[src/sv/obd_pkg.sv]
// Shared types, widths and constants for the orthonormal basis unit.
package obd_pkg;

  localparam int FRAC_BITS = 14;
  localparam int GUARD     = 8;

  localparam int DIR_W  = 16;
  localparam int MAG_W  = DIR_W + 1;
  localparam int SQ_W   = 2 * DIR_W;
  localparam int RAD_W  = SQ_W + 2 * GUARD;
  localparam int ROOT_W = RAD_W / 2;
  localparam int REM_W  = ROOT_W + 3;
  localparam int QUO_W  = FRAC_BITS + 1;
  localparam int NUM_SH = FRAC_BITS + GUARD + 1;
  localparam int DIV_W  = MAG_W + NUM_SH + 1;
  localparam int DEN_W  = ROOT_W + 1;
  localparam int PROD_W = 2 * DIR_W;
  localparam int RND_W  = PROD_W + 2;

  // entry(1) + square(1) + sum(1) + root + divide setup(1) + quotient + tangent(1) + cross(2)
  localparam int LATENCY = 7 + ROOT_W + QUO_W;

  // 0.57735 in fixed point, rounded to nearest
  localparam logic [63:0] THRESH =
    (64'd57735 * (64'd1 << FRAC_BITS) + 64'd50000) / 64'd100000;

  typedef logic signed [DIR_W-1:0] comp_t;
  typedef logic [MAG_W-1:0]        mag_t;

  localparam comp_t COMP_MAX = {1'b0, {(DIR_W-1){1'b1}}};
  localparam comp_t COMP_MIN = {1'b1, {(DIR_W-1){1'b0}}};

  typedef struct packed {
    comp_t x;
    comp_t y;
    comp_t z;
  } vec_t;

  // Sideband that rides along the root and divide pipes
  typedef struct packed {
    vec_t dir;
    logic sel_x;   // tangent built from x: (y, -x, 0)
    logic neg_a;
    logic neg_b;
    logic degen;
    mag_t mag_a;
    mag_t mag_b;
  } side_t;

endpackage

[src/sv/obd_cross.sv]
// Cross product of direction and first tangent, rounded and saturated; two stages.
module obd_cross import obd_pkg::*; (
  input  logic clk,
  input  logic rst_n,
  input  logic in_valid,
  input  vec_t in_dir,
  input  vec_t in_tan,
  input  logic in_degen,
  output logic out_valid,
  output vec_t out_tan1,
  output vec_t out_tan2,
  output logic out_degen
);

  logic                     a_valid_r;
  vec_t                     a_tan_r;
  logic                     a_degen_r;
  logic signed [PROD_W-1:0] prod_r   [0:5];
  logic signed [PROD_W-1:0] prod_nxt [0:5];

  logic valid_r;
  vec_t tan1_r;
  vec_t tan2_r;
  vec_t tan2_nxt;
  logic degen_r;

  function automatic comp_t round_sat(input logic signed [PROD_W-1:0] p,
                                      input logic signed [PROD_W-1:0] q);
    logic [RND_W-1:0]        rnd;
    logic signed [RND_W-1:0] w;
    logic signed [RND_W-1:0] s;
    rnd = RND_W'(1) << (FRAC_BITS - 1);
    w = RND_W'(p) - RND_W'(q) + rnd;
    s = w >>> FRAC_BITS;
    if (!s[RND_W-1] && (s[RND_W-2:DIR_W-1] != '0)) begin
      round_sat = COMP_MAX;
    end else if (s[RND_W-1] && (s[RND_W-2:DIR_W-1] != '1)) begin
      round_sat = COMP_MIN;
    end else begin
      round_sat = s[DIR_W-1:0];
    end
  endfunction

  always_comb begin
    prod_nxt[0] = in_dir.y * in_tan.z;
    prod_nxt[1] = in_dir.z * in_tan.y;
    prod_nxt[2] = in_dir.z * in_tan.x;
    prod_nxt[3] = in_dir.x * in_tan.z;
    prod_nxt[4] = in_dir.x * in_tan.y;
    prod_nxt[5] = in_dir.y * in_tan.x;
  end

  always_comb begin
    tan2_nxt.x = round_sat(prod_r[0], prod_r[1]);
    tan2_nxt.y = round_sat(prod_r[2], prod_r[3]);
    tan2_nxt.z = round_sat(prod_r[4], prod_r[5]);
  end

  always_ff @(posedge clk) begin
    if (!rst_n) begin
      a_valid_r <= 1'b0;
      valid_r   <= 1'b0;
    end else begin
      a_valid_r <= in_valid;
      valid_r   <= a_valid_r;
    end
  end

  always_ff @(posedge clk) begin
    for (int i = 0; i < 6; i++) begin
      prod_r[i] <= prod_nxt[i];
    end
    a_tan_r   <= in_tan;
    a_degen_r <= in_degen;
    tan1_r    <= a_tan_r;
    tan2_r    <= tan2_nxt;
    degen_r   <= a_degen_r;
  end

  assign out_valid = valid_r;
  assign out_tan1  = tan1_r;
  assign out_tan2  = tan2_r;
  assign out_degen = degen_r;

endmodule

[config.mk]
export PLATFORM = sky130hd
export DESIGN_NAME = obd_cross
export DESIGN_NICKNAME = d
export VERILOG_FILES = /design/src/sv/obd_pkg.sv /design/src/sv/obd_cross.sv
export SDC_FILE = /design/constraint.sdc
export NUM_CORES = 2
export LEC_CHECK = 0
export BUFFER_PORTS_ARGS = -buffer_cell sky130_fd_sc_hd__buf_2
export CAP_MARGIN = 20
export CELL_PAD_IN_SITES_DETAIL_PLACEMENT = 0
export CELL_PAD_IN_SITES_GLOBAL_PLACEMENT = 1
export CORE_ASPECT_RATIO = 1.5
export CORE_UTILIZATION = 50
export DETAILED_ROUTE_END_ITERATION = 7
export PLACE_DENSITY = 0.91
export SYNTH_ARGS = -nofsm -noshare
export SYNTH_HDL_FRONTEND = slang
export SYNTH_SLANG_ARGS = --single-unit
[constraint.sdc]
create_clock -name clk -period 15.8 [get_ports clk]
set_input_delay 3.16 -clock clk [delete_from_list [all_inputs] [get_ports clk]]
set_output_delay 3.16 -clock clk [all_outputs]
set_load 0.02 [all_outputs]
======== Yosys cells after proc, flatten, opt, wreduce, memory -nomap -nowiden ========
Memories as Yosys holds them, arrays and structs flattened.
Index checks and enable logic that the tools add are counted.
storage, ports and cells
  bits in registers ....................... 148
  bits in writable memories ............... 192
  output and inout bits ................... 98
  memories ................................ 1
cells by class
  add/sub/neg operators ................... 6
  $mul .................................... 6
  eq/ne operators ......................... 3
  multiplexer cells ....................... 3
  reductions and logical operators ........ 12
memories
  name    words  width  rd ports  clocked after memory_dff  wr ports  line             text
  prod_r  6      32     6         0                         6         obd_cross.sv:18  logic signed [PROD_W-1:0] prod_r [0:5];
operator list
  operator                number
  $mul 16x16->32          6
  $add 33x15->34 const B  3
  $sub 32x32->33          3
  $ne 18x18->1 const B    3
  $reduce_bool 18->1      3
  $mux 16                 3
  $logic_and 1x1->1       6
  $logic_not 1->1         3

======== Longest topological paths before layout ========
  word-level depth ........................ 5
  gate-level depth with buffers ........... 25
  depth with buffers taken out ............ 24

======== Worst setup path before layout ========
No wires, ideal clock.
  path kind ............................... input port to flip-flop
  start point ............................. in in_tan[7] (netlist name)
  end point ............................... mem prod_r[0][30] (netlist name)
  library setup time ...................... 0.072 ns
  arrival time ............................ 9.286 ns
  path slack .............................. 6.442 ns
  stages on the path ...................... 25
  cell sequence ........................... clkbuf_1 > nand2_1 > fa_1 > inv_1 > fa_1 > inv_1 > fa_1 > inv_1 > fa_1 > fa_1 > inv_1 > fa_1 > inv_1 > ha_1 > and3_1 > a221o_1 > a41o_1 > a41oi_2 > a311oi_1 > a211o_1 > o211a_1 > o21a_1 > o21a_1 > o41ai_2 > xnor2_1
RTL lines
  item             line             text
  start, declared  obd_cross.sv:7   input vec_t in_tan,
  end, declared    obd_cross.sv:18

==> metrics.txt <==
number of synthesized flops with an enable pin=0; grt total ovfl=0; top_reg_cell synth=dfxtp_1; slowest CP cell=buf_2; Detailed Route WL=181000 um; combinational family with the most area after synthesis=adder cells; relative slew slack=24.1%; Worst path max stage delay=0.63 ns; CP top delay family=adder cells; crit path kind=in -> reg; Worst setup SP type=input port; Final Max Tran Viols=0; setup_tns=0 ns; core area=140000 um2; Clock Sinks=340; Fillers=12.4k; fin crit period=9.60 ns; DRC viols=0; Post-Layout Inst Area=74500 um2; YS warnings=0; endpoints failing hold=0; Max Freq=104 MHz; CTS tree=yes; num rows=168; maximum fanout along the worst path=33; Post-Synth Simple-Gate Area=13.5%; outcome=finished clean; r2r endpoint=out_tan2[3]$_SDFF_PP1_; Synth top area share=44.6%; initial antenna violation count=27; synthesized instance count=7494; Post-layout nets=9825; Synthesized Nets=9844; Finished Layout Cells=9384; Crit path arrival time=10.13 ns; drt first pass iters=6; R2R setup slack=11.52 ns; post-route ant nets=0; clock-pin transition on the worst setup and hold timing paths=0.07 ns; sequential area share after synthesis=9.65%; gpl congestion=0.903; port buffer count=197; top-count cell post-synth=inv_1; hold path startpoint=a_tan_r[18]$_DFF_P_; DIE HEIGHT=462 um; Die Width=309 um; hold path depth=0; largest net degree at the start of global routing=34; total of max-cap violations=0; DR WL/cell=19.3 um; first-pass GRT wire length=294000 um; Clock Path Buffers=3; Hold Crit Class=reg -> reg; Worst Path Required=16.33 ns; clk_skew=0.0237 ns; placed insts=9301; RSZ-0062 raised after global routing=false; area leader, netlist=fa_1; placed inst area=73000 um2; iteration-0 DRC count of the detailed router=2648; share of layout cells above drive strength 1=4.44%; R2R Path Start=prod_r[4][5]$_DFF_P_; area grow syn2layout=5.64%; postcts setup bufs=0; worst hold endpoint=out_tan1[18]$_DFF_P_; clock latency on the worst-skew pair=0.65 ns; CTS Root Cell=clkbuf_16; worst path buffer plus inverter count=4; worst-margin pin slew=1.13 ns; CTS hold repair buffers=0; Synth cell types=78; top cells by area, synth=fa_1 (45%), ha_1 (12%), inv_1 (9.8%); number of global-route vias before repair=55.5k; CP most frequent cell=fa_1; Final setup viols=0; adder-cell share of the synthesized area=56.7%; # IOs=198; fraction of registers with async set/reset=0%; post-cts resize count=0; Num CTS Buffers=42; Seq cells post-synth=340; average size of a mapped cell=9.41 um2; Post-DP HPWL=143000 um; Cell Area, Synth=70500 um2; cells on worst reg2reg path=13; GRT Total Usage=26.8%; post-synthesis mux area share=0.0444%; DIE AREA=143000 um2; H-tree depth=2; vias=49.5k; Starting Density=50.4%; Vias/cell=5.28; Synth top cells by count=inv_1 (1840), fa_1 (1572), nand2_1 (772); xor/xnor share of the synthesized area=3.13%; crit path cell chain=buf_2 > nand2_1 > fa_1 > fa_1 > fa_1 > inv_1 > fa_1 > fa_1 > inv_1 > fa_1 > inv_1 > ha_1 > a21o_1 > a21o_1 > a21oi_1 > nor2b_1 > a31oi_1 > a211oi_1 > o21a_1 > o21a_1 > o41ai_1 > o2111ai_1 > xnor2_1; fraction of the cycle the final worst path needs=60.8%; CP Capture Type=flop; compound-gate portion of the synthesized area=5.61%
[cell usage in the layout (no fill, tap or decap), drive strengths merged, types with 30 or more instances in the layout]
cell / netlist / layout
xor2: 62 / 62
nand2: 772 / 772
o21ai: 111 / 111
buf: 5 / 233
nand3: 39 / 39
a21o: 99 / 99
clkbuf: 291 / 51
and2: 751 / 751
o21bai: 39 / 39
dfxtp: 340 / 340
a21oi: 170 / 170
nand2b: 45 / 45
ha: 678 / 678
o21a: 31 / 31
nor2: 171 / 171
nor3: 30 / 30
xnor2: 190 / 190
fa: 1572 / 1572
inv: 1840 / 1845
[metrics by stage]
step                worst slack (ns)  utilization, %  hold slack, ns
global route                    5.78            53.3           0.330
global placement                5.64            52.2           0.310
floorplan                       6.44               -           0.310
detailed placement              5.56            52.2           0.312
CTS                             6.20            53.3           0.320
finish                          6.20            53.3           0.322
[worst register-to-register path: stages, from the launching register on]
cell	delay, ns
dfxtp_1	0.51
ha_1	0.30
ha_1	0.31
a21o_1	0.17
a21oi_1	0.13
o21ai_0	0.20
o211ai_1	0.28
a21o_1	0.22
a211o_1	0.23
nand3_1	0.13
or3_1	0.41
a221oi_1	0.27
o32a_1	0.47
o21ai_0	0.40
[layout make-up]
| cell class | count | area (um2) | share of cell area, % |
|---|---|---|---|
| Tap cell | 1870 | 2340 | 3.14 |
| Sequential cell | 340 | 6810 | 9.14 |
| Timing Repair Buffer | 233 | 1250 | 1.68 |
| Inverter | 1841 | 6910 | 9.28 |
| Antenna cell | 8 | 20.0 | 0.0269 |
| Multi-Input combinational cell | 5017 | 55700 | 74.8 |
| Clock buffer | 51 | 1170 | 1.57 |
| Clock inverter | 24 | 307 | 0.412 |
[cells by family (layout without fill, tap and decap cells)]
| logic type | after synthesis | after routing |
|---|---|---|
| simple gates | 1909 | 1909 |
| xor+xnor | 252 | 252 |
| mux | 3 | 3 |
| fa+ha+maj | 2250 | 2250 |
| other cells | 0 | 8 |
| flops | 340 | 340 |
| buf+inv | 2137 | 2149 |
| compound gates | 603 | 603 |
[routing by layer]
metal | up-vias | routed length, um | track usage [%]
li1 | 22100 | - | -
met4 | 26 | 13800 | 17.2
met3 | 599 | 10500 | 4.35
met5 | - | 159 | 0
met2 | 1545 | 91100 | 47.5
met1 | 25300 | 65400 | 29.7
[worst max path at each step]
stage          startpoint  depth (start not counted)               endpoint
2_1_floorplan   in_tan[7]                         25  prod_r[0][30]$_DFF_P_
3_3_place_gp    in_tan[5]                         24  prod_r[3][31]$_DFF_P_
3_5_place_dp   in_tan[18]                         23  prod_r[4][31]$_DFF_P_
4_1_cts        in_tan[18]                         23  prod_r[4][31]$_DFF_P_
5_1_grt        in_dir[42]                         23  prod_r[3][31]$_DFF_P_
6_report       in_tan[18]                         23  prod_r[4][31]$_DFF_P_
[state kept, by name (all words and copies together), names as in the netlist]
register / flops
a_degen_r: 1
out_degen: 1
prod_r: 192
out_valid: 1
a_tan_r: 48
a_valid_r: 1
out_tan1: 48
out_tan2: 48
Power is left out: the tool's default activity adds up to more than one toggle a clock period on the data nets, which glitch-free logic cannot reach.
