[src/sv/obd_pkg.sv]
// Shared types, widths and constants for the orthonormal basis unit.
package obd_pkg;

  localparam int FRAC_BITS = 14;
  localparam int GUARD     = 8;

  localparam int DIR_W  = 16;
  localparam int MAG_W  = DIR_W + 1;
  localparam int SQ_W   = 2 * DIR_W;
  localparam int RAD_W  = SQ_W + 2 * GUARD;
  localparam int ROOT_W = RAD_W / 2;
  localparam int REM_W  = ROOT_W + 3;
  localparam int QUO_W  = FRAC_BITS + 1;
  localparam int NUM_SH = FRAC_BITS + GUARD + 1;
  localparam int DIV_W  = MAG_W + NUM_SH + 1;
  localparam int DEN_W  = ROOT_W + 1;
  localparam int PROD_W = 2 * DIR_W;
  localparam int RND_W  = PROD_W + 2;

  // entry(1) + square(1) + sum(1) + root + divide setup(1) + quotient + tangent(1) + cross(2)
  localparam int LATENCY = 7 + ROOT_W + QUO_W;

  // 0.57735 in fixed point, rounded to nearest
  localparam logic [63:0] THRESH =
    (64'd57735 * (64'd1 << FRAC_BITS) + 64'd50000) / 64'd100000;

  typedef logic signed [DIR_W-1:0] comp_t;
  typedef logic [MAG_W-1:0]        mag_t;

  localparam comp_t COMP_MAX = {1'b0, {(DIR_W-1){1'b1}}};
  localparam comp_t COMP_MIN = {1'b1, {(DIR_W-1){1'b0}}};

  typedef struct packed {
    comp_t x;
    comp_t y;
    comp_t z;
  } vec_t;

  // Sideband that rides along the root and divide pipes
  typedef struct packed {
    vec_t dir;
    logic sel_x;   // tangent built from x: (y, -x, 0)
    logic neg_a;
    logic neg_b;
    logic degen;
    mag_t mag_a;
    mag_t mag_b;
  } side_t;

endpackage

[src/sv/obd_sqrt.sv]
// Pipelined integer square root, one root bit per stage.
module obd_sqrt import obd_pkg::*; (
  input  logic              clk,
  input  logic              rst_n,
  input  logic              in_valid,
  input  logic [RAD_W-1:0]  in_rad,
  input  side_t             in_side,
  output logic              out_valid,
  output logic [ROOT_W-1:0] out_root,
  output side_t             out_side
);

  logic [ROOT_W-1:0] vld_r;
  logic [ROOT_W-1:0] vld_nxt;
  logic [REM_W-1:0]  rem_r   [0:ROOT_W-2];
  logic [REM_W-1:0]  rem_nxt [0:ROOT_W-2];
  logic [RAD_W-1:0]  rad_r   [0:ROOT_W-2];
  logic [RAD_W-1:0]  rad_nxt [0:ROOT_W-2];
  logic [ROOT_W-1:0] root_r   [0:ROOT_W-1];
  logic [ROOT_W-1:0] root_nxt [0:ROOT_W-1];
  side_t             side_r  [0:ROOT_W-1];

  function automatic logic [REM_W+ROOT_W-1:0] sqrt_step(input logic [REM_W-1:0] rem_p,
                                                       input logic [1:0] pair,
                                                       input logic [ROOT_W-1:0] root_p);
    logic [REM_W-1:0] rem_s;
    logic [REM_W-1:0] trial;
    rem_s = {rem_p[REM_W-3:0], pair};
    trial = REM_W'({root_p, 2'b01});
    if (rem_s >= trial) begin
      sqrt_step = {rem_s - trial, root_p[ROOT_W-2:0], 1'b1};
    end else begin
      sqrt_step = {rem_s, root_p[ROOT_W-2:0], 1'b0};
    end
  endfunction

  always_comb begin
    logic [REM_W+ROOT_W-1:0] step;
    vld_nxt = {vld_r[ROOT_W-2:0], in_valid};

    step = sqrt_step('0, in_rad[RAD_W-1 -: 2], '0);
    rem_nxt[0]  = step[REM_W+ROOT_W-1:ROOT_W];
    root_nxt[0] = step[ROOT_W-1:0];
    rad_nxt[0]  = in_rad << 2;

    for (int k = 1; k < ROOT_W - 1; k++) begin
      step = sqrt_step(rem_r[k-1], rad_r[k-1][RAD_W-1 -: 2], root_r[k-1]);
      rem_nxt[k]  = step[REM_W+ROOT_W-1:ROOT_W];
      root_nxt[k] = step[ROOT_W-1:0];
      rad_nxt[k]  = rad_r[k-1] << 2;
    end

    step = sqrt_step(rem_r[ROOT_W-2], rad_r[ROOT_W-2][RAD_W-1 -: 2], root_r[ROOT_W-2]);
    root_nxt[ROOT_W-1] = step[ROOT_W-1:0];
  end

  always_ff @(posedge clk) begin
    if (!rst_n) begin
      vld_r <= '0;
    end else begin
      vld_r <= vld_nxt;
    end
  end

  always_ff @(posedge clk) begin
    side_r[0] <= in_side;
    for (int k = 0; k < ROOT_W - 1; k++) begin
      rem_r[k] <= rem_nxt[k];
      rad_r[k] <= rad_nxt[k];
    end
    for (int k = 0; k < ROOT_W; k++) begin
      root_r[k] <= root_nxt[k];
    end
    for (int k = 1; k < ROOT_W; k++) begin
      side_r[k] <= side_r[k-1];
    end
  end

  assign out_valid = vld_r[ROOT_W-1];
  assign out_root  = root_r[ROOT_W-1];
  assign out_side  = side_r[ROOT_W-1];

endmodule

[config.mk]
export PLATFORM = sky130hd
export DESIGN_NAME = obd_sqrt
export DESIGN_NICKNAME = d
export VERILOG_FILES = /design/src/sv/obd_pkg.sv /design/src/sv/obd_sqrt.sv
export SDC_FILE = /design/constraint.sdc
export NUM_CORES = 2
export LEC_CHECK = 0
export ABC_AREA = 1
export BUFFER_PORTS_ARGS = -buffer_cell sky130_fd_sc_hd__buf_2
export CAP_MARGIN = 5
export CORE_ASPECT_RATIO = 0.75
export CORE_MARGIN = 2
export CORE_UTILIZATION = 45
export DETAILED_ROUTE_END_ITERATION = 10
export SETUP_SLACK_MARGIN = 0.15
export SLEW_MARGIN = 0
export SYNTH_ARGS = -nofsm -noshare
export SYNTH_HDL_FRONTEND = slang
export SYNTH_MEMORY_MAX_BITS = 65536
export SYNTH_SLANG_ARGS = --single-unit
[constraint.sdc]
create_clock -name clk -period 3.6 [get_ports clk]
set_input_delay 0.9 -clock clk [delete_from_list [all_inputs] [get_ports clk]]
set_output_delay 0.9 -clock clk [all_outputs]
set_load 0.01 [all_outputs]
# Word-level counts from Yosys, hierarchy flattened
# Memory sizes are Yosys's and may differ from the RTL's.
# Index checks and enable logic that the tools add are counted.
# W data, S select, Z words.
word_totals:
  word_cells: 76
  mem_bits_rw: 4319
  reg_bits: 24
  n_memories: 4
op_classes:
  mux: 24
  addsub: 23
  n_lt_le_gt_ge: 24
mem_list:
  columns: ["name", "depth", "word_bits", "rd", "rd_clocked_by_memory_dff", "wr", "line_no", "source"]
  rows:
  - ["side_r", 24, 86, 24, 0, 24, "obd_sqrt.sv:21", "side_t side_r [0:ROOT_W-1];"]
  - ["rad_r", 23, 46, 23, 0, 23, "obd_sqrt.sv:17", "logic [RAD_W-1:0] rad_r [0:ROOT_W-2];"]
  - ["rem_r", 23, 27, 23, 0, 23, "obd_sqrt.sv:15", "logic [REM_W-1:0] rem_r [0:ROOT_W-2];"]
  - ["root_r", 24, 24, 24, 0, 24, "obd_sqrt.sv:19", "logic [ROOT_W-1:0] root_r [0:ROOT_W-1];"]
ops:
  columns: ["operator", "n"]
  rows:
  - ["$mux W51", 23]
  - ["$ge A27 B26 Y1", 23]
  - ["$sub A27 B26 Y27", 22]
  - ["$sub A2 B1 Y3 const B", 1]
  - ["$ge A2 B1 Y1 const B", 1]
  - ["$mux W1", 1]

# Longest topological paths before layout
# An unclocked memory read counts as a cell.
depth:
  ltp_word: 3
  depth_mapped: 16
  depth_no_buf: 15

# Least setup slack after synthesis
# No wires, ideal clock.
synth_path:
  path_kind: "register -> register"
  start: "mem root_r[0][0] in the netlist's numbering"
  end: "mem rem_r[0][44] in the netlist's numbering"
  path_slack_ns: 1.653
  required_time_ns: 3.468
  setup_time_ns: 0.132
  path_stages_with_launch: 11
  arrival_ns: 1.815
  synth_period_minus_slack_ns: 1.947
  path_cell_list: "dfxtp_1 > inv_1 > ha_1 > a21oi_1 > nand2_1 > nor2_1 > ha_1 > and2_1 > clkbuf_1 > clkbuf_1 > o21ai_0"
synth_lines:
  columns: ["item", "line_no"]
  rows:
  - ["start, declared", "obd_sqrt.sv:19"]
  - ["end, declared", "obd_sqrt.sv:15"]

==> impl_metrics.ini <==
[die]
rows = 154
core-area_sq_um = 235000
die_w_um = 565
die-area_sq_um = 240000
initial_core_util_pct = 45.2
fp.dieH_um = 424
ios = 248

[synthesis]
postSynthAreaPerCell_sq_um = 9.54
synth_top_area_share_pct = 65.7
synth-edff-count = 0
synth.area.top_cells = dfxtp_1 (66%), nand2_1 (11%), inv_1 (5.7%)
yosysSeqAreaShare_pct = 65.7
syn_inst = 11119
synth_warnings = 0
mappedNetlistNets = 11581
yosys.area.top_type = dfxtp_1
synth-seq-cells = 3482
yosysUniqueCellTypes = 56
syn_area_sq_um = 106000
ys.flop_type = dfxtp_1
synth_async_sr_flop_share_pct = 0

[cts]
htreeDepth = 5
cts_root_buf = clkbuf_16
clk_latency_ns = 0.87
cts_buffers = 315
cts-hold-fix-buffers = 0
cts.sinks = 3482
cts_tree = yes
postCtsSetupBuffers = 0
clk_pin_slew_ns = 0.07
clockBufferDepth = 4

[critical_path]
worstSetupStartpointType = register
max_stage_delay_ns = 0.44
cpMostUsedCell = nand2_1
cp-end-kind = register
crit_chain = inv_1, ha_1, nand2_1, inv_1, a21oi_1, nand3_1, nand2_1, nand3_2, inv_2, nand2_1, nand2_1
arrival_ns = 3.56
cp_slowest_cell = dfxtp_1
cp_max_fo = 24
crit_type = reg2reg
critical_path_required_ns = 4.32
crit_family = simple AND/OR/NAND/NOR gates
path_buf_inv = 3

[sta]
layout_setup_ws_ns = 0.766
slew_viol_final = 0
slew_headroom_pct = 47.3
period_share_pct = 78.7
hold_violations = 0
clock_skew_ns = 0.0749
rsz0062_at_grt = no
worst_slew_pin_slew_ns = 0.782
setup_violations = 0
fin_crit_ns = 2.83
fmax_ghz = 0.353
finalSetupTns_ns = 0

[final_layout]
multi_input_area_sq_um = 29000
fin_util_pct = 51.4
nFillCells = 21551
nNetsFinal = 12001
regArea_sq_um = 69700
syn2layout_area_growth_pct = 13.8
post_route_cells_drive_above_1_share_pct = 8.79

[routing]
wirelength_um = 226000
drt-initial-drc-count = 4239
vias_per_cell = 4.46
vias = 66460
wl_per_cell_um = 15.2
detail-route-antenna-nets = 0
drtPass1Iterations = 5
drc = 0

[power_and_ir_drop]
comb_power_share_pct = 14.2
swShare_pct = 27.8
power_density_nw_per_um2 = 761
p_clk_share_pct = 36.5
cellInternalPower_mw = 66.3
power_leakage_nw = 59.7
seqPwrFrac_pct = 49.3
power_switching_mw = 25.6
ir_drop_mv = 0.596

[global_routing]
grt_use_met1_pct = 28.2
grt_overflow = 0
globalRouteTotalUtil_pct = 18.7
grt_util_met2_pct = 27.7
grt_use_met3_pct = 2.65
grt_pass1_vias = 64000
grt_pass1_wl_um = 354000
grt_busiest_layer = met1
antenna_found_initial = 11
grt_max_degree = 31

[outcome]
status = complete, no violations

[run]
maxCapViolCount = 0

[min_path]
hp-class = in2reg

[place]
dp_hpwl_um = 173000
place_ws_ns = 0.363
place.gp.congestion = 0.903
port_buffers = 247
[cells in the mapped netlist (9+ instances only)]
| cell | n |
|---|---|
| and2_1 | 11 |
| ha_1 | 325 |
| nand3_1 | 515 |
| a21oi_2 | 83 |
| inv_1 | 1602 |
| or2_2 | 16 |
| nor3_1 | 68 |
| xnor2_1 | 57 |
| xor2_1 | 141 |
| o21ai_0 | 103 |
| o21bai_1 | 17 |
| dfxtp_1 | 3482 |
| o21ai_2 | 19 |
| nor2_4 | 14 |
| nand3b_1 | 83 |
| nand3_2 | 9 |
| nor2_2 | 44 |
| o21ai_1 | 29 |
| buf_2 | 14 |
| nand4_1 | 144 |
| nand2_1 | 3159 |
| nand2_2 | 34 |
| a21oi_1 | 225 |
| buf_6 | 31 |
| buf_4 | 111 |
| inv_2 | 25 |
| nor2_1 | 700 |
[worst paths after layout]
| path | endpoint | start | slack [ns] | cells past startpoint |
|---|---|---|---|---|
| worst max-delay path | rem_r[2][16] | root_r[1][176] | 0.77 | 11 |
| worst min-delay path | rad_r[0][43] | in_rad[43] | 0.12 | 1 |
| worst min register to register | side_r[2][380] | side_r[2][294] | 0.28 | 0 |
| worst max register to register | rem_r[2][16] | root_r[1][176] | 0.77 | 11 |
[flip-flops by register name (all words and copies together) (netlist names)]
name	flops
root_r	300
side_r	2064
vld_r	24
rad_r	552
rem_r	542
[through the flow]
step | std cells | hold WS [ns] | area (sq um) | total power, mW
2_1_floorplan | 11119 | 0.310 | 106000 | 54.3
3_3_place_gp | 14342 | 0.309 | 110000 | 59.2
3_5_place_dp | 14342 | 0.312 | 110000 | 59.2
4_1_cts | 14900 | 0.0477 | 121000 | 93.1
5_1_grt | 14900 | 0.0685 | 121000 | 96.7
6_report | 14901 | 0.122 | 121000 | 91.9
[cell families after synthesis]
group                      count (synthesis)  synth area share [%]
adders and majority gates                325                  3.83
other                                      1               0.00354
buffers and inverters                   1790                  6.98
xor gates and xnor gates                 201                  1.68
and+or+nand+nor                         4826                  19.0
DFF                                     3482                  65.7
AOI/OAI and AO/OA                        494                  2.83
[layer usage]
metal  vias to the layer above  share of wire (%)
li1                      34766                  -
met1                     30092                 52
met2                      1242                 41
met3                       358                4.3
met4                         2                2.3
met5                         -             0.0049
[power groups by stage]
stage          Sequential (mW)  Combinational (mW)  Clock (mW)
5_1_grt                   45.7                14.8        36.2
2_1_floorplan             44.7                9.65           0
6_report                  45.3                13.0        33.6
4_1_cts                   45.4                13.1        34.7
3_5_place_dp              46.2                13.0           0
3_3_place_gp              46.2                13.0           0
[cell usage in the layout (no fill, tap or decap), types with 9 or more instances in the layout]
master,netlist,layout
o21bai_1,17,17
o21ai_0,103,103
inv_1,1602,1602
dfxtp_1,3482,3482
clkbuf_1,4,57
nand3_1,515,515
nand3_2,9,9
bufinv_16,0,24
nor2_4,14,15
nand2_1,3159,3159
o21ai_2,19,19
or2_2,16,16
clkbuf_16,0,318
clkinv_2,0,40
xor2_1,141,141
o21ai_1,29,29
buf_2,14,247
nor3_1,68,68
inv_6,0,16
nand3b_1,83,83
clkinv_4,0,12
buf_4,111,17
a21oi_2,83,83
inv_2,25,25
clkbuf_8,0,63
nor2_2,44,43
nand2_2,34,34
ha_1,325,325
xnor2_1,57,57
nor2_1,700,700
a21oi_1,225,225
nand4_1,144,144
and2_1,11,11
[worst register-to-register path, delay by kind of cell (launching register included)]
family / cells / cell delay (ns)
AOI/OAI and AO/OA: 1 / 0.31
DFF: 1 / 0.44
buffers and inverters: 3 / 0.58
adders and majority gates: 1 / 0.36
and+or+nand+nor: 6 / 1.01
[timing repair]
item,in CTS,in global routing
setup endpoints to repair,0,25
resized for setup,0,1
hold endpoints to repair,0,0
[final cells by class]
cell class | instances | area share [%]
Clock buffer | 438 | 7.49
Antenna cell | 1 | 0.00207
Tap cell | 3120 | 3.23
Timing Repair Buffer | 264 | 1.13
Inverter | 1629 | 5.07
Sequential cell | 3482 | 57.7
Clock inverter | 120 | 1.33
Multi-Input combinational cell | 5847 | 24.0
Power figures use the tool's default switching activity.
