[src/sv/obd_pkg.sv]
// Shared types, widths and constants for the orthonormal basis unit.
package obd_pkg;

  localparam int FRAC_BITS = 14;
  localparam int GUARD     = 8;

  localparam int DIR_W  = 16;
  localparam int MAG_W  = DIR_W + 1;
  localparam int SQ_W   = 2 * DIR_W;
  localparam int RAD_W  = SQ_W + 2 * GUARD;
  localparam int ROOT_W = RAD_W / 2;
  localparam int REM_W  = ROOT_W + 3;
  localparam int QUO_W  = FRAC_BITS + 1;
  localparam int NUM_SH = FRAC_BITS + GUARD + 1;
  localparam int DIV_W  = MAG_W + NUM_SH + 1;
  localparam int DEN_W  = ROOT_W + 1;
  localparam int PROD_W = 2 * DIR_W;
  localparam int RND_W  = PROD_W + 2;

  // entry(1) + square(1) + sum(1) + root + divide setup(1) + quotient + tangent(1) + cross(2)
  localparam int LATENCY = 7 + ROOT_W + QUO_W;

  // 0.57735 in fixed point, rounded to nearest
  localparam logic [63:0] THRESH =
    (64'd57735 * (64'd1 << FRAC_BITS) + 64'd50000) / 64'd100000;

  typedef logic signed [DIR_W-1:0] comp_t;
  typedef logic [MAG_W-1:0]        mag_t;

  localparam comp_t COMP_MAX = {1'b0, {(DIR_W-1){1'b1}}};
  localparam comp_t COMP_MIN = {1'b1, {(DIR_W-1){1'b0}}};

  typedef struct packed {
    comp_t x;
    comp_t y;
    comp_t z;
  } vec_t;

  // Sideband that rides along the root and divide pipes
  typedef struct packed {
    vec_t dir;
    logic sel_x;   // tangent built from x: (y, -x, 0)
    logic neg_a;
    logic neg_b;
    logic degen;
    mag_t mag_a;
    mag_t mag_b;
  } side_t;

endpackage

[src/sv/obd_div.sv]
// Two-lane pipelined restoring divider sharing one divisor, one quotient bit per stage.
module obd_div import obd_pkg::*; (
  input  logic             clk,
  input  logic             rst_n,
  input  logic             in_valid,
  input  logic [DIV_W-1:0] in_num_a,
  input  logic [DIV_W-1:0] in_num_b,
  input  logic [DEN_W-1:0] in_den,
  input  side_t            in_side,
  output logic             out_valid,
  output logic [QUO_W-1:0] out_quo_a,
  output logic [QUO_W-1:0] out_quo_b,
  output side_t            out_side
);

  logic [QUO_W-1:0] vld_r;
  logic [QUO_W-1:0] vld_nxt;
  logic [DIV_W-1:0] rem_r   [0:QUO_W-2][0:1];
  logic [DIV_W-1:0] rem_nxt [0:QUO_W-2][0:1];
  logic [QUO_W-1:0] quo_r   [0:QUO_W-1][0:1];
  logic [QUO_W-1:0] quo_nxt [0:QUO_W-1][0:1];
  logic [DEN_W-1:0] den_r   [0:QUO_W-2];
  side_t            side_r  [0:QUO_W-1];

  function automatic logic [DIV_W:0] div_step(input logic [DIV_W-1:0] rem,
                                               input logic [DEN_W-1:0] den,
                                               input int sh);
    logic [DIV_W-1:0] sub;
    sub = DIV_W'(den) << sh;
    if (rem >= sub) begin
      div_step = {rem - sub, 1'b1};
    end else begin
      div_step = {rem, 1'b0};
    end
  endfunction

  always_comb begin
    logic [DIV_W:0] step;
    vld_nxt = {vld_r[QUO_W-2:0], in_valid};

    step = div_step(in_num_a, in_den, QUO_W - 1);
    rem_nxt[0][0] = step[DIV_W:1];
    quo_nxt[0][0] = QUO_W'(step[0]);
    step = div_step(in_num_b, in_den, QUO_W - 1);
    rem_nxt[0][1] = step[DIV_W:1];
    quo_nxt[0][1] = QUO_W'(step[0]);

    for (int k = 1; k < QUO_W - 1; k++) begin
      for (int l = 0; l < 2; l++) begin
        step = div_step(rem_r[k-1][l], den_r[k-1], QUO_W - 1 - k);
        rem_nxt[k][l] = step[DIV_W:1];
        quo_nxt[k][l] = {quo_r[k-1][l][QUO_W-2:0], step[0]};
      end
    end

    for (int l = 0; l < 2; l++) begin
      step = div_step(rem_r[QUO_W-2][l], den_r[QUO_W-2], 0);
      quo_nxt[QUO_W-1][l] = {quo_r[QUO_W-2][l][QUO_W-2:0], step[0]};
    end
  end

  always_ff @(posedge clk) begin
    if (!rst_n) begin
      vld_r <= '0;
    end else begin
      vld_r <= vld_nxt;
    end
  end

  always_ff @(posedge clk) begin
    den_r[0]  <= in_den;
    side_r[0] <= in_side;
    for (int k = 1; k < QUO_W - 1; k++) begin
      den_r[k] <= den_r[k-1];
    end
    for (int k = 1; k < QUO_W; k++) begin
      side_r[k] <= side_r[k-1];
    end
    for (int k = 0; k < QUO_W - 1; k++) begin
      for (int l = 0; l < 2; l++) begin
        rem_r[k][l] <= rem_nxt[k][l];
      end
    end
    for (int k = 0; k < QUO_W; k++) begin
      for (int l = 0; l < 2; l++) begin
        quo_r[k][l] <= quo_nxt[k][l];
      end
    end
  end

  assign out_valid = vld_r[QUO_W-1];
  assign out_quo_a = quo_r[QUO_W-1][0];
  assign out_quo_b = quo_r[QUO_W-1][1];
  assign out_side  = side_r[QUO_W-1];

endmodule

[config.mk]
export PLATFORM = sky130hd
export DESIGN_NAME = obd_div
export DESIGN_NICKNAME = d
export VERILOG_FILES = /design/src/sv/obd_pkg.sv /design/src/sv/obd_div.sv
export SDC_FILE = /design/constraint.sdc
export NUM_CORES = 2
export LEC_CHECK = 0
export BUFFER_PORTS_ARGS = -buffer_cell sky130_fd_sc_hd__clkbuf_2
export CORE_MARGIN = 2
export CORE_UTILIZATION = 59
export DETAILED_ROUTE_END_ITERATION = 7
export PLACE_DENSITY = 0.76
export SLEW_MARGIN = 40
export SYNTH_ARGS = -nofsm -noshare
export SYNTH_HDL_FRONTEND = slang
export SYNTH_SLANG_ARGS = --single-unit
[constraint.sdc]
create_clock -name clk -period 9.35 [get_ports clk]
set_clock_uncertainty 0.15 [all_clocks]
set_input_delay 0.935 -clock clk [delete_from_list [all_inputs] [get_ports clk]]
set_output_delay 0.935 -clock clk [all_outputs]
set_load 0.02 [all_outputs]
# Word level (Yosys, flattened, before mapping)
# Memories as Yosys holds them, arrays and structs flattened.
# Cells that the tools add are included.
[word_totals]
inputBits = 196
register_bits = 15
out_inout_bits = 117
memories = 4
ramBits = 3238
[memory_table]
columns = ["memory", "words", "width", "rd", "rd_ports_with_merged_regs", "wr", "line_no", "text"]
rows = [
  ["side_r", 15, 86, 15, 0, 15, "obd_div.sv:23", "side_t side_r [0:QUO_W-1];"],
  ["rem_r", 14, 82, 14, 0, 14, "obd_div.sv:18", "logic [DIV_W-1:0] rem_r [0:QUO_W-2][0:1];"],
  ["quo_r", 15, 30, 15, 0, 15, "obd_div.sv:20", "logic [QUO_W-1:0] quo_r [0:QUO_W-1][0:1];"],
  ["den_r", 14, 25, 14, 0, 14, "obd_div.sv:22", "logic [DEN_W-1:0] den_r [0:QUO_W-2];"],
]
[classes]
n_mux = 30
magnitude_cmp = 30
addsub = 28
[op_table]
columns = ["operator", "count"]
rows = [
  ["42-bit 2-to-1 mux", 28],
  ["41-bit by 25-bit greater-or-equal comparator with 1-bit output", 2],
  ["41-bit by 26-bit greater-or-equal comparator with 1-bit output", 2],
  ["41-bit by 27-bit greater-or-equal comparator with 1-bit output", 2],
  ["41-bit by 28-bit greater-or-equal comparator with 1-bit output", 2],
  ["41-bit by 29-bit greater-or-equal comparator with 1-bit output", 2],
  ["41-bit by 30-bit greater-or-equal comparator with 1-bit output", 2],
  ["41-bit by 31-bit greater-or-equal comparator with 1-bit output", 2],
  ["41-bit by 32-bit greater-or-equal comparator with 1-bit output", 2],
  ["41-bit by 33-bit greater-or-equal comparator with 1-bit output", 2],
  ["41-bit by 34-bit greater-or-equal comparator with 1-bit output", 2],
  ["41-bit by 35-bit greater-or-equal comparator with 1-bit output", 2],
  ["41-bit by 36-bit greater-or-equal comparator with 1-bit output", 2],
  ["41-bit by 37-bit greater-or-equal comparator with 1-bit output", 2],
  ["41-bit by 38-bit greater-or-equal comparator with 1-bit output", 2],
  ["41-bit by 39-bit greater-or-equal comparator with 1-bit output", 2],
  ["41-bit by 26-bit subtractor with 41-bit output", 2],
  ["41-bit by 27-bit subtractor with 41-bit output", 2],
  ["41-bit by 28-bit subtractor with 41-bit output", 2],
  ["41-bit by 29-bit subtractor with 41-bit output", 2],
  ["41-bit by 30-bit subtractor with 41-bit output", 2],
  ["41-bit by 31-bit subtractor with 41-bit output", 2],
  ["41-bit by 32-bit subtractor with 41-bit output", 2],
  ["41-bit by 33-bit subtractor with 41-bit output", 2],
  ["other kinds (7)", 14],
]

# Logic depth before layout (Yosys ltp)
# An unclocked memory read counts as a cell.
[depth]
word_depth = 3
depth_mapped = 15
ltp_nobuf = 14

# Worst setup path after synthesis
# No wires, ideal clock.
[synth_timing]
kind = "input-to-reg"
start = "in in_den[2]"
end = "mem rem_r[0][40] (netlist bit)"
required_ns = 9.079
path_buffers = 0
cell_stages = 12
slack_ns = 5.640
t_arrival_ns = 3.439
setup_ns = 0.121
cell_sequence = "inv_1 -> ha_1 -> nor2b_1 -> o31a_1 -> o32ai_1 -> o21ai_1 -> a21bo_2 -> a21o_1 -> and3_1 -> o221ai_1 -> o21ai_0 -> mux2_2"
[synth_lines]
columns = ["element", "line_no", "text"]
rows = [
  ["start: declaration", "obd_div.sv:8", "input logic [DEN_W-1:0] in_den,"],
  ["end: declaration", "obd_div.sv:18", ""],
]

==> key figures <==
Finish
  – # fillers: around 14,000
  – Finished Core Util: 67.5%
  – Synthesis-to-layout area growth: 13.5%
  – Fin nets: between 10,000 and 15,000
  – Share of cells above drive strength 1: approximately a tenth

CTS
  – CTS tree: yes
  – Inserted Clock Buffers: around 310
  – Maximum clock path buffer count: 4
  – Reg clk slew, reported paths: approximately 0.060 ns
  – Worst-Skew Late Latency: between 0.9 and 1 ns
  – H-tree Lvls: 5
  – CTS root buf: clkbuf_16
  – Post-CTS Setup Inserts: 0
  – TritonCTS Sinks: about 3,000

Floorplan
  – Die Wd: about 440 um
  – Starting Density: about three fifths
  – I/O pin cnt: roughly 310
  – Site row count: around 160
  – Area of the die: 193,000 um2
  – Die Y-Extent: approximately 440 um
  – Total core area: 188,000 um2

Drt
  – Remaining DRCs: 0
  – Met3 WL: approximately 13 mm
  – Top routing layer in use: met5
  – Total vias in the final route: about 80,000
  – Drt total wl: approximately 320 mm
  – DR iter-0 viols: between 4,000 and 5,000
  – Drt pass-1 iters: 8
  – Routed len/inst: 22.9 um
  – Final ANT Viol Nets: 0
  – Vias/cell: between 5 and 6
  – Wl on met1: roughly 110 mm
  – Met2 Wirelength: 168 mm

Setup path
  – Setup CP Type: flip-flop to flip-flop
  – Flop-to-flop setup slack: about 4.6 ns
  – Crit Reg-Reg Startpoint: rem_r[1][329]$_DFF_P_
  – Crit path launch type: flip-flop
  – Crit path arrival time: around 5.4 ns
  – WP data required: ~10 ns
  – CP Max Fanout: 48
  – Crit. End Element: flip-flop
  – Reg2Reg Capture Point: rem_r[1][441]$_DFF_P_
  – Worst r2r path cells: 15

Global route
  – Initial antenna violation count: 4
  – Largest net degree at the start of global routing: between 50 and 60
  – First-pass GRT wire length: between 400 and 500 mm
  – GRT Residual Overflow: 0
  – Overall Global Routing Usage: about a third
  – Vias in the first global route: 84,541

Placed design
  – DPL Wire Length: 240 mm
  – Port bufs: about 310
  – Worst slack, placed: about 5 ns
  – RePlAce Congestion: between 0.9 and 1

Pwr
  – Peak VDD IR: approximately 0.23 mV
  – Pleak: around 56 nW
  – PwrDens: 371 nW/um2

Synthesis
  – Leading area contributor after synthesis: dfxtp_1
  – Post-synth EDFFs: 0
  – Synth top area cells: dfxtp_1 55%, ha_1 8.4%, a21oi_1 3.7%, xnor2_1 3.5%, xor2_1 2.8%
  – Synth Instances: around 11,000
  – Register area share after synthesis: about 55%
  – Primary FF master, synth: dfxtp_1
  – Yosys warning count: 0
  – Synthesized Nets: 11,756
  – Post-Syn Area: between 100,000 and 150,000 um2
  – Synth cell types: approximately 100
  – Post-synth ARST share: 0%
  – Avg Cell Area, Syn: around 10 um2
  – Seq cells post-synth: a little over 3,000
  – Yosys top cell area share: 54.5%

Min path
  – Hold Startpoint: in_num_a[15]
  – Hold Path End: rem_r[0][56]$_DFF_P_
  – Hold path depth: 3
  – Hold Path Class: input pin to flip-flop

STA
  – Worst-Margin Slew: 0.929 ns
  – RSZ-0062 raised after global routing: no
  – Final setup fails: 0
  – Final hold vios: 0
  – Final period utilization: between 50% and 60%
  – Worst setup margin: roughly 4.6 ns
  – Final Slew Violations: 0
  – Fin crit period: ~4.7 ns
  – Fmax: about 0.21 GHz
  – Rel. slew slack: between 30% and 40%
  – Setup TNS: 0 ns

Outcome
  – Outcome: complete, no violations

Flow run
  – Max Cap Viol: 0
-- synthesized netlist by cell type (all sizes together), types with 23 or more instances --
master,n
a211o,24
a211oi,58
a21o,348
a21oi,834
a31oi,72
and2,45
and3,60
buf,129
clkbuf,178
dfxtp,3043
fa,28
ha,750
inv,612
mux2,157
nand2,730
nand2b,122
nand3,177
nand3b,23
nand4,116
nor2,622
nor2b,109
nor3,168
nor4,124
o211ai,29
o21a,101
o21ai,631
o21bai,97
o22ai,25
o31a,31
o31ai,53
or2,42
or3,69
or4,31
xnor2,446
xor2,363
-- logic make-up after synthesis --
family,share of synthesized area [%]
DFF,54.5
muxes,1.64
xor gates and xnor gates,6.34
buffers and inverters,3.43
and+or+nand+nor,11.1
AOI/OAI and AO/OA,14.0
adders and majority gates,8.90
-- worst max path at each step --
| stage | startpoint | to | slack [ns] | cells after the start |
|---|---|---|---|---|
| global placement | rem_r[1][370]$_DFF_P_ | rem_r[1][489]$_DFF_P_ | 4.78 | 14 |
| CTS | rem_r[1][329]$_DFF_P_ | rem_r[1][441]$_DFF_P_ | 4.77 | 14 |
| floorplan | in_den[2] | rem_r[0][40]$_DFF_P_ | 5.64 | 12 |
| detailed placement | den_r[1][26]$_DFF_P_ | rem_r[1][168]$_DFF_P_ | 4.86 | 11 |
| finish | rem_r[1][329]$_DFF_P_ | rem_r[1][441]$_DFF_P_ | 4.62 | 15 |
| global route | rem_r[1][370]$_DFF_P_ | rem_r[1][489]$_DFF_P_ | 4.37 | 14 |
-- registers in the layout, indices dropped and copies added, names as in the netlist --
register,cells
rem_r,1148
quo_r,240
side_r,1290
den_r,350
vld_r,15
-- final cells by class --
| cell class | count | area [um2] | area share (%) |
|---|---|---|---|
| multi-input cells | 6818 | 47300 | 37.3 |
| clock inverters | 103 | 1120 | 0.882 |
| clock buffers | 416 | 8730 | 6.88 |
| flip-flops and latches | 3043 | 60900 | 48.0 |
| well taps | 2495 | 3120 | 2.46 |
| diodes | 5 | 12.5 | 0.00987 |
| inverters | 614 | 2300 | 1.82 |
| repair buffers | 499 | 3310 | 2.61 |
-- what timing repair did --
action	4_1_cts	5_1_grt
gates resized for setup	0	0
hold endpoints to repair	139	0
hold buffers	139	0
-- worst max-delay path, cell delays in order, from the launching register on --
cell      delay (ns)
dfxtp_1         0.37
inv_1           0.07
ha_1            0.24
inv_1           0.10
fa_1            0.22
a21o_1          0.16
a22oi_1         0.16
a21oi_1         0.53
a221oi_2        0.22
buf_2           0.22
o21bai_1        0.36
a41o_1          0.23
buf_4           0.48
nand2_1         0.33
nor4b_1         0.46
xor2_1          0.26
-- power breakdown --
part / total (mW) / internal, mW / leakage (nW) / switching [mW]
clock: 12.1 / 7.03 / 4.83 / 5.04
sequential: 17.8 / 15.7 / 25.6 / 2.03
combinational: 17.2 / 7.19 / 25.3 / 9.98
-- through the flow --
stage	std cells	area, um2	total power, mW	hold slack [ns]
after floorplan	10782	112000	29.5	0.160
after global routing	13992	127000	49.5	0.0690
after detailed placement	13329	116000	34.5	0.162
after global placement	13328	115000	34.1	0.160
final	13993	127000	47.0	0.0720
after CTS	13987	127000	46.8	0.0241
-- placed cells by master (no fill, tap or decap), drive strengths merged, types with 67 or more instances in the layout --
master	n
dfxtp	3043
inv	616
a21o	348
xor2	363
dlygate4sd3	139
nand2b	122
nor3	168
nor4	124
o21bai	97
a31oi	72
ha	750
mux2	157
o21ai	631
a21oi	834
nor2b	109
nand4	116
o21a	101
xnor2	446
nand2	730
nand3	177
clkinv	67
clkbuf	728
or3	69
nor2	622
-- per-layer routing --
metal / global-route usage [%] / vias to the layer above
met5: 0 / -
met4: 28.4 / 2
met3: 4.64 / 1100
met2: 62.1 / 2777
met1: 30.3 / 37386
li1: - / 38364
(Power assumes the default switching activity.)
